==> config.mk <==
export PLATFORM = sky130hd
export DESIGN_NAME = dro_scan
export DESIGN_NICKNAME = d
export VERILOG_FILES = /design/src/hw/rtl/dro_pkg.sv /design/src/hw/rtl/dro_scan.sv
export VERILOG_INCLUDE_DIRS = /design/src /design/src/hw/rtl
export SDC_FILE = /design/constraint.sdc
export NUM_CORES = 1
export LEC_CHECK = 0
export BUFFER_PORTS_ARGS = -buffer_cell sky130_fd_sc_hd__buf_2
export CORE_MARGIN = 3
export CORE_UTILIZATION = 60
export DETAILED_ROUTE_END_ITERATION = 7
export GPL_TIMING_DRIVEN = 0
export PLACE_DENSITY_LB_ADDON = 0.1
export SLEW_MARGIN = 20
export SYNTH_ARGS = -nofsm -noshare
export SYNTH_HDL_FRONTEND = slang
export SYNTH_SLANG_ARGS = --single-unit
==> constraint.sdc <==
create_clock -name clock -period 7.4 [get_ports clock]
set_input_delay 0.74 -clock clock [delete_from_list [all_inputs] [get_ports clock]]
set_output_delay 0.74 -clock clock [all_outputs]
set_load 0.05 [all_outputs]
==> src/hw/rtl/dna_read_overlap_mismatch_assert.svh <==
// ---------------------------------------------------------------------------
// dna_read_overlap_mismatch_assert.svh
// Assertion macros shared by the overlap checker RTL.
// ---------------------------------------------------------------------------
`ifndef DNA_READ_OVERLAP_MISMATCH_ASSERT_SVH
`define DNA_READ_OVERLAP_MISMATCH_ASSERT_SVH

// Same-cycle implication, masked during reset.
`define DRO_ASSERT_IMPL(label, clk, rst, ante, cons, msg) \
   label: assert property (@(posedge clk) disable iff (rst) (ante) |-> (cons)) \
      else $error(msg);

// Next-cycle implication, masked during reset.
`define DRO_ASSERT_NEXT(label, clk, rst, ante, cons, msg) \
   label: assert property (@(posedge clk) disable iff (rst) (ante) |=> (cons)) \
      else $error(msg);

`endif

==> src/hw/rtl/dro_pkg.sv <==
// ---------------------------------------------------------------------------
// dro_pkg
// Types and constants shared by the read overlap checker.
// ---------------------------------------------------------------------------
package dro_pkg;

   localparam int MAX_READ_LEN = 4096;
   localparam int ADDR_W       = $clog2(MAX_READ_LEN);
   localparam int LEN_W        = ADDR_W + 1;
   localparam int IDX_W        = 24;
   localparam int POS_W        = 12;
   localparam int CFG_W        = 12;
   localparam int BASE_W       = 2;
   localparam int CMD_W        = 2;
   localparam int ORIENT_W     = 2;
   localparam int NUM_ORIENT   = 4;
   localparam int CSR_IDX_W    = 1;

   localparam logic [CFG_W-1:0] OVERLAP_RESET = CFG_W'(50);
   localparam logic [CFG_W-1:0] LIMIT_RESET   = CFG_W'(2);

   localparam logic [CSR_IDX_W-1:0] CSR_OVERLAP_LENGTH = 1'b0;
   localparam logic [CSR_IDX_W-1:0] CSR_MISMATCH_LIMIT = 1'b1;

   typedef enum logic [CMD_W-1:0] {
      CMD_CLEAR   = 2'd0,
      CMD_APPEND1 = 2'd1,
      CMD_APPEND2 = 2'd2,
      CMD_COMPARE = 2'd3
   } cmd_type;

   localparam logic [ORIENT_W-1:0] ORIENT_FWD_FWD = 2'd0;
   localparam logic [ORIENT_W-1:0] ORIENT_FWD_RC  = 2'd1;
   localparam logic [ORIENT_W-1:0] ORIENT_REV_REV = 2'd2;
   localparam logic [ORIENT_W-1:0] ORIENT_REV_RC  = 2'd3;

   typedef struct packed {
      logic                load;
      logic                step;
      logic [ORIENT_W-1:0] orient;
   } scan_ctrl_type;

endpackage

==> src/hw/rtl/dro_scan.sv <==
// ---------------------------------------------------------------------------
// dro_scan
// Walks both reads one base per cycle while ctrl.step is high, for one
// orientation, and counts mismatching bases.
// ---------------------------------------------------------------------------
`include "dna_read_overlap_mismatch_assert.svh"

module dro_scan (
   input  logic                          clock,
   input  logic                          reset,
   input  dro_pkg::scan_ctrl_type        ctrl,
   input  logic [dro_pkg::LEN_W-1:0]     n1,
   input  logic [dro_pkg::LEN_W-1:0]     n2,
   input  logic [dro_pkg::CFG_W-1:0]     len,
   input  logic [dro_pkg::BASE_W-1:0]    rd_base1,
   input  logic [dro_pkg::BASE_W-1:0]    rd_base2,
   output logic [dro_pkg::ADDR_W-1:0]    addr1,
   output logic [dro_pkg::ADDR_W-1:0]    addr2,
   output logic [dro_pkg::CFG_W-1:0]     mismatch_count
);

   logic [dro_pkg::ADDR_W-1:0] addr1_ff, addr1_in;
   logic [dro_pkg::ADDR_W-1:0] addr2_ff, addr2_in;
   logic                       down1_ff, down1_in;
   logic                       down2_ff, down2_in;
   logic                       comp_ff, comp_in;
   logic                       rd_vld_ff, rd_vld_in;
   logic [dro_pkg::CFG_W-1:0]  count_ff, count_in;
   logic [dro_pkg::ADDR_W-1:0] n1_m_len;
   logic [dro_pkg::ADDR_W-1:0] n2_m_1;
   logic [dro_pkg::ADDR_W-1:0] len_m_1;
   logic [dro_pkg::BASE_W-1:0] base2_cmp;

   // start points are taken mod read capacity
   assign n1_m_len = n1[dro_pkg::ADDR_W-1:0] - dro_pkg::ADDR_W'(len);
   assign n2_m_1   = n2[dro_pkg::ADDR_W-1:0] - dro_pkg::ADDR_W'(1);
   assign len_m_1  = dro_pkg::ADDR_W'(len) - dro_pkg::ADDR_W'(1);

   // complement of a 2-bit base code is 3 - b, i.e. bitwise invert
   assign base2_cmp = comp_ff ? ~rd_base2 : rd_base2;

   always_comb begin
      addr1_in  = addr1_ff;
      addr2_in  = addr2_ff;
      down1_in  = down1_ff;
      down2_in  = down2_ff;
      comp_in   = comp_ff;
      rd_vld_in = 1'b0;
      count_in  = count_ff;
      if (rd_vld_ff && (rd_base1 != base2_cmp)) begin
         count_in = count_ff + dro_pkg::CFG_W'(1);
      end
      if (ctrl.load) begin
         count_in = '0;
         case (ctrl.orient)
            dro_pkg::ORIENT_FWD_FWD: begin
               addr1_in = n1_m_len; addr2_in = '0;
               down1_in = 1'b0;     down2_in = 1'b0; comp_in = 1'b0;
            end
            dro_pkg::ORIENT_FWD_RC: begin
               addr1_in = n1_m_len; addr2_in = n2_m_1;
               down1_in = 1'b0;     down2_in = 1'b1; comp_in = 1'b1;
            end
            dro_pkg::ORIENT_REV_REV: begin
               addr1_in = len_m_1;  addr2_in = n2_m_1;
               down1_in = 1'b1;     down2_in = 1'b1; comp_in = 1'b0;
            end
            default: begin
               addr1_in = '0;       addr2_in = len_m_1;
               down1_in = 1'b0;     down2_in = 1'b1; comp_in = 1'b1;
            end
         endcase
      end else if (ctrl.step) begin
         rd_vld_in = 1'b1;
         addr1_in  = down1_ff ? addr1_ff - dro_pkg::ADDR_W'(1)
                              : addr1_ff + dro_pkg::ADDR_W'(1);
         addr2_in  = down2_ff ? addr2_ff - dro_pkg::ADDR_W'(1)
                              : addr2_ff + dro_pkg::ADDR_W'(1);
      end
   end

   always_ff @(posedge clock) begin
      if (reset) begin
         rd_vld_ff <= 1'b0;
         count_ff  <= '0;
         down1_ff  <= 1'b0;
         down2_ff  <= 1'b0;
         comp_ff   <= 1'b0;
      end else begin
         rd_vld_ff <= rd_vld_in;
         count_ff  <= count_in;
         down1_ff  <= down1_in;
         down2_ff  <= down2_in;
         comp_ff   <= comp_in;
      end
   end

   always_ff @(posedge clock) begin
      addr1_ff <= addr1_in;
      addr2_ff <= addr2_in;
   end

   assign addr1          = addr1_ff;
   assign addr2          = addr2_ff;
   assign mismatch_count = count_ff;

   `DRO_ASSERT_NEXT(a_load_clears_count, clock, reset, ctrl.load, count_ff == '0, "count not cleared on load")
   `DRO_ASSERT_IMPL(a_vld_after_step, clock, reset, rd_vld_ff, $past(ctrl.step), "read data valid without a step")
   `DRO_ASSERT_IMPL(a_load_no_step, clock, reset, ctrl.load, !ctrl.step, "load and step together")

endmodule

==> summary.md <==
| Metric | Value |
|---|---|
| Final WL | `9.64 mm` |
| DPL Wire Length | `7.53 mm` |
| Clk pwr share | `0.197` |
| Power per cell area | `210 nW/um^2` |
| Most frequently used cell type in the post-synthesis netlist | `nor2_1` |
| Pre-CTS setup slack | `roughly 4500 ps` |
| Synth area leader | `edfxtp_1` |
| CTS H-tree depth | `2` |
| Worst-Skew Late Latency | `300 ps` |
| # port buffers | `80` |
| I/O pins | `84` |
| # clock sinks | `40` |
| Layout Utilization | `0.728` |
| FF+latch count, synth | `40` |
| Critical-path cell list | `ha_1 -> nor2b_1 -> o31a_1 -> or4_1 -> a31oi_1 -> o21ai_1 -> xnor2_1 -> mux2i_1` |
| CTS tree | `yes` |
| Area Growth Syn to Fin | `16.1%` |
| Relative slew slack | `0.587` |
| M2 GR Usage | `0.439` |
| Hold-fix buffer count after cts | `0` |
| Die span in x | `85.1 um` |
| Top-area cell type share of the netlist area | `0.192` |
| Largest net degree at the start of global routing | `25` |
| Skew final | `9.64 ps` |
| Fin crit share | `0.382` |
| GRT Util Overall | `0.271` |
| Met3 usage | `0.0466` |
| Initial antenna violation count | `0` |
| Achievable Freq | `~350 MHz` |
| Hold/Removal Path Class | `reg -> reg` |
| Drt pass-1 iters | `5` |
| Avg WL per Cell | `15.9 um` |
| Post-synth EDFFs | `24` |
| Multi-input combinational cell area | `roughly 2500 sq um` |
| Die H | `85.1 um` |
| RSZ-0062 raised after global routing | `false` |
| Critical path class | `reg -> reg` |
| Initial Util | `0.627` |
| Peak supply drop | `0.000128 V` |
| Nets@finish | `620` |
| Total number of vias | `roughly 3600` |
| CTS buffer count | `5` |
| Initial drt markers | `approximately 270` |
| GRT overflow | `0` |
| Syn_area_per_cell | `8.45 sq um` |
| CTS root buffer | `clkbuf_8` |
| Routed vias/inst | `5.96` |
| Share of power burned in registers | `0.325` |
| Top post-synthesis cells by area | `edfxtp_1, ha_1, dfxtp_1` |
| Psw | `395 uW` |
| Crit path from | `down2_ff` |
| Leak | `approximately 0.002 uW` |
| Core Footprint | `5990 sq um` |
| Number of setup buffers added after CTS | `0` |
| Die area | `7240 sq um` |
| Crit. End Element | `register` |
| Slowest Stage Delay on Critical Path | `700 ps` |
| Combinational power share | `0.478` |
| Period minus WS final | `2830 ps` |
| Reg-to-Reg Start | `down2_ff` |
| First-pass GRT wire length | `16.0 mm` |
| Outcome | `finished clean` |
| Register area | `1040 sq um` |
| GRT busiest layer | `met2` |
| Max-cap check violation count | `0` |
| Critical Path AT | `slightly below 3000 ps` |
| Sequential share of the synthesized area | `0.277` |
| Pins Over Slew Limit | `0` |
| Critical path fanouts, max | `13` |
| Vias in the first global route | `3457` |
| GP Congestion | `0.897` |
| Final WS setup | `4570 ps` |
| Hold Fails Final Rpt | `0` |
| Sw Ratio | `0.431` |
| Critical Path RT | `about 7500 ps` |
| Synthesis warning total | `0` |
| Slew @ Worst Pin | `617 ps` |
| CTS max path bufs | `2` |
| Grt met1 use | `0.365` |
| Drt drc | `0` |
| Post-Syn Instances | `444` |
| CP Launch Type | `register` |
| Filler Cell Count | `499` |
| Worst Min Path Start | `mismatch_count[7]` |
| Internal power | `521 uW` |
| Netlist cell types | `58` |
| Ys async rst share | `0` |
| Setup violators final | `0` |
| TNS Setup | `0 ps` |
| Top cells by count, synth | `nor2_1, ha_1, inv_1, nand2_1, xnor2_1` |
| Post-synth top flop | `edfxtp_1` |
| Worst path slowest cell | `dfxtp_1` |
| Layout cells sized above 1 | `0.195` |
| CTS clk-pin slew, worst paths | `~90 ps` |
| Syn Nets | `between 500 and 600` |
| Mapped Area | `3750 sq um` |
| Ant diodes | `0` |
| Post-CTS sizing | `0` |
| Cell Rows | `28` |
| Final ANT Viol Nets | `0` |
[layer usage]
| layer | share of wire | routed length [um] | vias up |
|---|---|---|---|
| met1 | 0.45 | 4330 | 1641 |
| met2 | 0.46 | 4390 | 155 |
| met3 | 0.068 | 654 | 28 |
| met5 | 0 | 0 | - |
| li1 | - | - | 1791 |
| met4 | 0.028 | 269 | 0 |
[area by class of cell]
| cell class | instances | area share |
|---|---|---|
| Clock buffer | 6 | 0.0215 |
| Sequential cell | 40 | 0.239 |
| Clock inverter | 2 | 0.00344 |
| Tap cell | 75 | 0.0215 |
| Buffer | 9 | 0.0158 |
| Multi-Input combinational cell | 362 | 0.579 |
| Timing Repair Buffer | 80 | 0.0918 |
| Inverter | 33 | 0.0284 |
[power groups by stage]
stage | Sequential, uW | Clock (uW) | Combinational (uW)
floorplan | 405 | 0 | 230
global placement | 301 | 0 | 422
detailed placement | 303 | 0 | 430
CTS | 298 | 178 | 435
global route | 302 | 185 | 478
finish | 298 | 181 | 438
[sequential cells by signal, indices dropped and copies added, names as in the netlist]
| register | cells |
|---|---|
| addr1 | 12 |
| addr2 | 12 |
| mismatch_count | 12 |
| comp_ff | 1 |
| down1_ff | 1 |
| down2_ff | 1 |
| rd_vld_ff | 1 |
[stage by stage]
stage | instances | total power (uW) | area, sq um | hold WS (ps)
after floorplan | 444 | 634 | 3750 | 472
after global placement | 599 | 723 | 4250 | 478
after detailed placement | 599 | 733 | 4250 | 501
after CTS | 607 | 911 | 4360 | 512
after global routing | 607 | 966 | 4360 | 559
final | 607 | 916 | 4360 | 506
[cells by family after synthesis]
family	count (synthesis)	share of synthesized area
adders and majority gates	41	0.143
DFF	40	0.277
xor gates and xnor gates	53	0.124
AOI/OAI and AO/OA	119	0.205
buffers and inverters	42	0.0513
muxes	4	0.0110
and+or+nand+nor	145	0.189
[worst max-delay path: cells and delay by family (launching register included)]
kind	cells	cell delay [ps]
xor+xnor	1	170
compound gates	3	670
flops	1	700
mux	1	90
simple gates	2	580
fa+ha+maj	1	390
[cell usage in the layout, fill, tap and decap left out, drive strengths merged, types with 2 or more instances in the layout]
cell type   n
or3        10
or2         2
nand3       7
buf        86
o21ai      28
a21oi      31
xor2       20
o221ai      6
a221oi      3
clkbuf      9
nor3b       2
a31oi       3
a21o        6
nor2b       6
ha         38
a21boi      2
a211o       2
a211oi      9
fa          3
nor3       17
nand2b      8
mux2i       3
dfxtp      16
or4         4
nand4       6
nand2      33
a22oi       3
o21a        4
edfxtp     24
nor2       45
and3        3
o22ai       9
inv        35
xnor2      33
[path summary, 6_finish.rpt]
path,endpoint,slack [ps],cells after the start
worst max-delay path,addr2[10],4570,8
worst min-delay path,mismatch_count[7],510,2
worst max register to register,addr2[10],4570,8
worst min register to register,mismatch_count[7],510,2
No activity file was read; power rests on OpenSTA's default activity.
